<file path="src/hw/rtl/lorentz_boost_assert.svh">
// Assertion macros for the boost pipeline.
// Both expect clk and rst_n in scope.
`ifndef LORENTZ_BOOST_ASSERT_SVH
`define LORENTZ_BOOST_ASSERT_SVH

// Same-cycle implication.
`define LB_ASSERT_NOW(label, ante, cons) \
    label: assert property (@(posedge clk) disable iff (!rst_n) (ante) |-> (cons)) \
        else $error("lorentz_boost: assertion failed");

// Next-cycle implication.
`define LB_ASSERT_NEXT(label, ante, cons) \
    label: assert property (@(posedge clk) disable iff (!rst_n) (ante) |=> (cons)) \
        else $error("lorentz_boost: assertion failed");

`endif

</file>
<file path="src/hw/rtl/lb_pkg.sv">
package lb_pkg;

    // beta fraction bits
    localparam int BETA_FB = 30;

    localparam int MOM_W  = 32;
    localparam int BETA_W = 32;
    localparam int MASS_W = 31;

    // squares and sums of squares
    localparam int SQ_W   = 64;
    localparam int ROOT_W = SQ_W / 2;
    // b.p signed sum of three products
    localparam int BP_W   = 2 * MOM_W + 2;
    // sqrt(1 - b2) needs BETA_FB + 1 bits, den one more
    localparam int S_W    = BETA_FB + 1;
    localparam int DEN_W  = BETA_FB + 2;
    // quotient b.p / den
    localparam int Q1_W   = SQ_W - BETA_FB + 1;
    // E + t, signed, and its magnitude
    localparam int NUM_W  = Q1_W + 2;
    localparam int NUMM_W = SQ_W - BETA_FB;
    // k and final product
    localparam int K_W    = SQ_W;
    localparam int PROD_W = BETA_W + K_W;
    localparam int TERM_W = PROD_W + 1 - BETA_FB;
    localparam int SUM_W  = TERM_W + 1;

    localparam logic [SQ_W-1:0] ONE_SQ = SQ_W'(1) << (2 * BETA_FB);

    localparam logic [MOM_W-1:0] POS_MAX = {1'b0, {(MOM_W-1){1'b1}}};
    localparam logic [MOM_W-1:0] NEG_MIN = {1'b1, {(MOM_W-1){1'b0}}};

    typedef struct packed {
        logic [MOM_W-1:0]  mom_x;
        logic [MOM_W-1:0]  mom_y;
        logic [MOM_W-1:0]  mom_z;
        logic [BETA_W-1:0] beta_x;
        logic [BETA_W-1:0] beta_y;
        logic [BETA_W-1:0] beta_z;
        logic              over;
    } ctx_t;

    localparam int CTX_W = $bits(ctx_t);

endpackage

</file>
<file path="src/hw/rtl/lb_isqrt.sv">
module lb_isqrt
    import lb_pkg::*;
#(
    parameter int W      = 64,
    parameter int SIDE_W = 1
)
(
    input  logic              clk,
    input  logic              rst_n,
    input  logic              en,
    input  logic              in_vld,
    input  logic [W-1:0]      rad,
    input  logic [SIDE_W-1:0] side_in,
    output logic              out_vld,
    output logic [W/2-1:0]    root,
    output logic [SIDE_W-1:0] side_out
);

    localparam int R = W / 2;

    // one root bit per stage
    logic              vld_reg  [R];
    logic [R+1:0]      rem_reg  [R];
    logic [R-1:0]      root_reg [R];
    logic [W-1:0]      rad_reg  [R];
    logic [SIDE_W-1:0] side_reg [R];

    for (genvar j = 0; j < R; j++)
    begin : g_step
        logic              vld_src;
        logic [R+1:0]      rem_src;
        logic [R-1:0]      root_src;
        logic [W-1:0]      rad_src;
        logic [SIDE_W-1:0] side_src;
        logic [R+3:0]      cur;
        logic [R+3:0]      trial;
        logic [R+3:0]      diff;
        logic              ge;
        logic [R+1:0]      rem_next;
        logic [R-1:0]      root_next;
        logic [W-1:0]      rad_next;

        if (j == 0)
        begin : g_first
            assign vld_src  = in_vld;
            assign rem_src  = '0;
            assign root_src = '0;
            assign rad_src  = rad;
            assign side_src = side_in;
        end
        else
        begin : g_chain
            assign vld_src  = vld_reg[j-1];
            assign rem_src  = rem_reg[j-1];
            assign root_src = root_reg[j-1];
            assign rad_src  = rad_reg[j-1];
            assign side_src = side_reg[j-1];
        end

        always_comb
        begin
            cur       = {rem_src, rad_src[W-1 -: 2]};
            trial     = {2'b00, root_src, 2'b01};
            diff      = cur - trial;
            ge        = (cur >= trial);
            rem_next  = ge ? diff[R+1:0] : cur[R+1:0];
            root_next = {root_src[R-2:0], ge};
            rad_next  = rad_src << 2;
        end

        always_ff @(posedge clk or negedge rst_n)
        begin
            if (!rst_n)
            begin
                vld_reg[j] <= 1'b0;
            end
            else if (en)
            begin
                vld_reg[j] <= vld_src;
            end
        end

        always_ff @(posedge clk)
        begin
            if (en)
            begin
                rem_reg[j]  <= rem_next;
                root_reg[j] <= root_next;
                rad_reg[j]  <= rad_next;
                side_reg[j] <= side_src;
            end
        end
    end

    assign out_vld  = vld_reg[R-1];
    assign root     = root_reg[R-1];
    assign side_out = side_reg[R-1];

endmodule

</file>
<file path="config.mk">
export PLATFORM = sky130hd
export DESIGN_NAME = lb_isqrt
export DESIGN_NICKNAME = d
export VERILOG_FILES = /design/src/hw/rtl/lorentz_boost_assert.svh /design/src/hw/rtl/lb_pkg.sv /design/src/hw/rtl/lb_isqrt.sv
export SDC_FILE = /design/constraint.sdc
export NUM_CORES = 2
export LEC_CHECK = 0
export ABC_CLOCK_PERIOD_IN_PS = 4600
export BUFFER_PORTS_ARGS = -buffer_cell sky130_fd_sc_hd__buf_2
export CORE_UTILIZATION = 26
export DETAILED_ROUTE_END_ITERATION = 10
export GPL_TIMING_DRIVEN = 1
export PLACE_DENSITY = 0.4
export SYNTH_ARGS = -nofsm -noshare
export SYNTH_HDL_FRONTEND = slang
export SYNTH_MEMORY_MAX_BITS = 65536
export SYNTH_SLANG_ARGS = --single-unit
</file>
<file path="constraint.sdc">
create_clock -name clk -period 4.6 [get_ports clk]
set_input_delay 0.92 -clock clk [delete_from_list [all_inputs] [get_ports clk]]
set_output_delay 0.92 -clock clk [all_outputs]
set_load 0.05 [all_outputs]
</file>
==> metrics.md <==
| Metric | Value |
|---|---|
| R2R Setup Slk | `0.54 ns` |
| CTS clk-pin slew, worst paths | `0.06 ns` |
| Worst-path maximum fanout | `14` |
| Period Utilization, post-route | `88.2%` |
| Routed length per instance | `16.6 µm` |
| Core area | `0.460 mm²` |
| CTS Buf Count | `316` |
| Post-synth top flop | `edfxtp_1` |
| Pwr Total | `69.7 mW` |
| Bufs on Longest Clock Path | `4` |
| Clock Sinks | `2,587` |
| First-pass GRT wire length | `416,000 µm` |
| Final Critical Period | `4.06 ns` |
| Syn Nets | `9,916` |
| Area leader, netlist | `edfxtp_1` |
| Largest register FFs | `1,003` |
| Avg Cell Area, Syn | `13.0 µm²` |
| Crit end category | `flop` |
| Post-synthesis sequential area ratio | `64.4%` |
| FP Rows | `249` |
| Root Buffer | `clkbuf_16` |
| Worst-Margin Slew | `1.37 ns` |
| Max_slew headroom | `7.62%` |
| Cts repair resizes | `0` |
| Total Routing Usage GR | `11.1%` |
| Final Setup Violations | `0` |
| I/O pins | `103` |
| Data required, critical path | `5.25 ns` |
| DRC Markers | `0` |
| Power per cell area | `502 mW/mm²` |
| CTS tree | `done` |
| Vias in the first global route | `72,500` |
| Fill count | `46,300` |
| Maximum Capacitance Violations | `0` |
| Final Util | `30.2%` |
| Hold Vio Cnt, Final | `0` |
| Area Overhead vs Synth | `15.4%` |
| Die Footprint | `0.466 mm²` |
| # Post-CTS Setup Buffers | `0` |
| Die X | `682 µm` |
| Gate Count Post-Synth | `9,285` |
| Largest net degree at the start of global routing | `150` |
| H-tree levels | `5` |
| First-pass iteration count of the detailed router | `6` |
| Critical path class | `flop to flop` |
| Post-Syn Area | `0.120 mm²` |
| Yosys top cell area share | `63.8%` |
| Post-Route WL | `266,000 µm` |
| Vias per std cell | `4.47` |
| Peak VDD IR | `0.000322 V` |
| DRT iter0 DRCs | `4,349` |
| Status | `finished clean` |
| Top cells by count, synth | `edfxtp_1, inv_1, nor2_1` |
| Startpoint Class | `flop` |
| Post-synth EDFFs | `2,555` |
| Nets | `10,200` |
| Most common cell in the netlist | `edfxtp_1` |
| F_max | `0.246 GHz` |
| Antenna violations before repair | `3` |
| Worst-Skew Late Latency | `0.92 ns` |
| Synth cell types | `95` |
| WP data arrival | `4.70 ns` |
| Via count | `71,500` |
| Cell leakage power | `51.8 nW` |
| Post-DP HPWL | `191,000 µm` |
| Max Clock Skew | `0.0708 ns` |
| Post-route ant nets | `0` |
| Min-Delay Path Class | `input port to flop` |
| Layout cells sized above 1 | `8.65%` |
| Setup_tns | `0 ns` |
| IO buf count | `102` |
| Ranking of synthesized cells by area | `edfxtp_1, ha_1, xnor2_1` |
| GP Congestion | `0.826` |
| Yosys Warn Count | `0` |
| Synth Register Bits | `2,587` |
| Post-synth ARST share | `1.24%` |
| RSZ-0062 raised after global routing | `false` |
| Max Slew Vio Count | `0` |
| Die Height | `682 µm` |
| Initial core utilization | `26.1%` |
| GRT overflow | `0` |
==> per-stage QoR <==
stage | std cells | instance area, µm² | hold slack (ns) | setup slack [ns]
floorplan | 9285 | 120000 | 0.400 | 1.16
global placement | 15400 | 129000 | 0.400 | 0.632
detailed placement | 15400 | 129000 | 0.405 | 0.608
CTS | 16000 | 139000 | 0.0495 | 0.601
global route | 16000 | 139000 | 0.0766 | 0.245
finish | 16000 | 139000 | 0.171 | 0.542
==> final timing paths <==
kind                                 start  cells past startpoint                 end
max                        rem_reg[1][114]                     10      rem_reg[2][28]
min in group asynchronous            rst_n                      2  g_step[28].vld_src
max in group asynchronous            rst_n                      2  g_step[10].vld_src
max reg2reg                rem_reg[1][114]                     10      rem_reg[2][28]
min                                rad[60]                      1      rad_reg[0][60]
min reg2reg                 rad_reg[4][50]                      0     rad_reg[4][114]
==> timing repair <==
item	4_1_cts	5_1_grt
endpoints found under the setup margin	0	0
hold buffers	1	0
hold endpoints to repair	32	0
==> placed cells by master, fill, tap and decap left out, types with 95 or more instances in the layout <==
cell,instances
o21ai_0,419
edfxtp_1,2555
nor4_1,117
xor2_1,393
nor2_1,591
a21oi_1,575
clkbuf_16,325
inv_1,732
buf_2,101
nand3_1,158
ha_1,562
nor3_1,251
o21a_1,127
a21o_1,239
mux2_2,115
xnor2_1,442
nand2b_1,95
nand4_1,110
nand2_1,588
or3_1,103
==> per-layer routing <==
metal / vias up / part of all wire, % / track usage, %
met4: 0 / 3.3 / 3.74
met5: - / 0 / 0
li1: 35100 / - / -
met1: 34700 / 44 / 14.0
met3: 480 / 3.7 / 1.67
met2: 1207 / 49 / 19.4
==> area by class of cell <==
| class | instances | area [µm²] | share of cell area (%) |
|---|---|---|---|
| Inverter | 735 | 2760 | 1.99 |
| Multi-Input combinational cell | 5759 | 39300 | 28.3 |
| Sequential cell | 2587 | 77500 | 55.8 |
| Tap cell | 6149 | 7690 | 5.54 |
| Clock inverter | 180 | 1680 | 1.21 |
| Antenna cell | 2 | 5.00 | 0.00360 |
| Clock buffer | 383 | 8350 | 6.01 |
| Timing Repair Buffer | 201 | 1560 | 1.12 |
==> power breakdown <==
part	switching [mW]	internal, mW	total [mW]
logic	7.93	5.71	13.6
registers	2.05	29.8	31.9
clock network	9.95	14.3	24.2
total	19.9	49.8	69.7
==> worst max-delay path, stage by stage (launching register included) <==
cell,delay (ns)
edfxtp_1,0.43
or4_1,0.64
or3_1,0.40
nor3_1,0.23
nand2_1,0.21
nor4_1,0.44
o21a_1,0.51
inv_1,0.37
nand4_1,0.34
nor3_1,0.09
xor2_1,0.15
==> cells by family after synthesis <==
logic type	synth area share, %
AO/OA/AOI/OAI	9.53
XOR/XNOR	6.08
adder cells (fa/ha/maj)	5.84
buffers and inverters	2.97
flip-flops	64.4
multiplexers	1.23
other	0.00312
AND/OR/NAND/NOR	9.92
No activity file was read; power rests on OpenSTA's default activity.
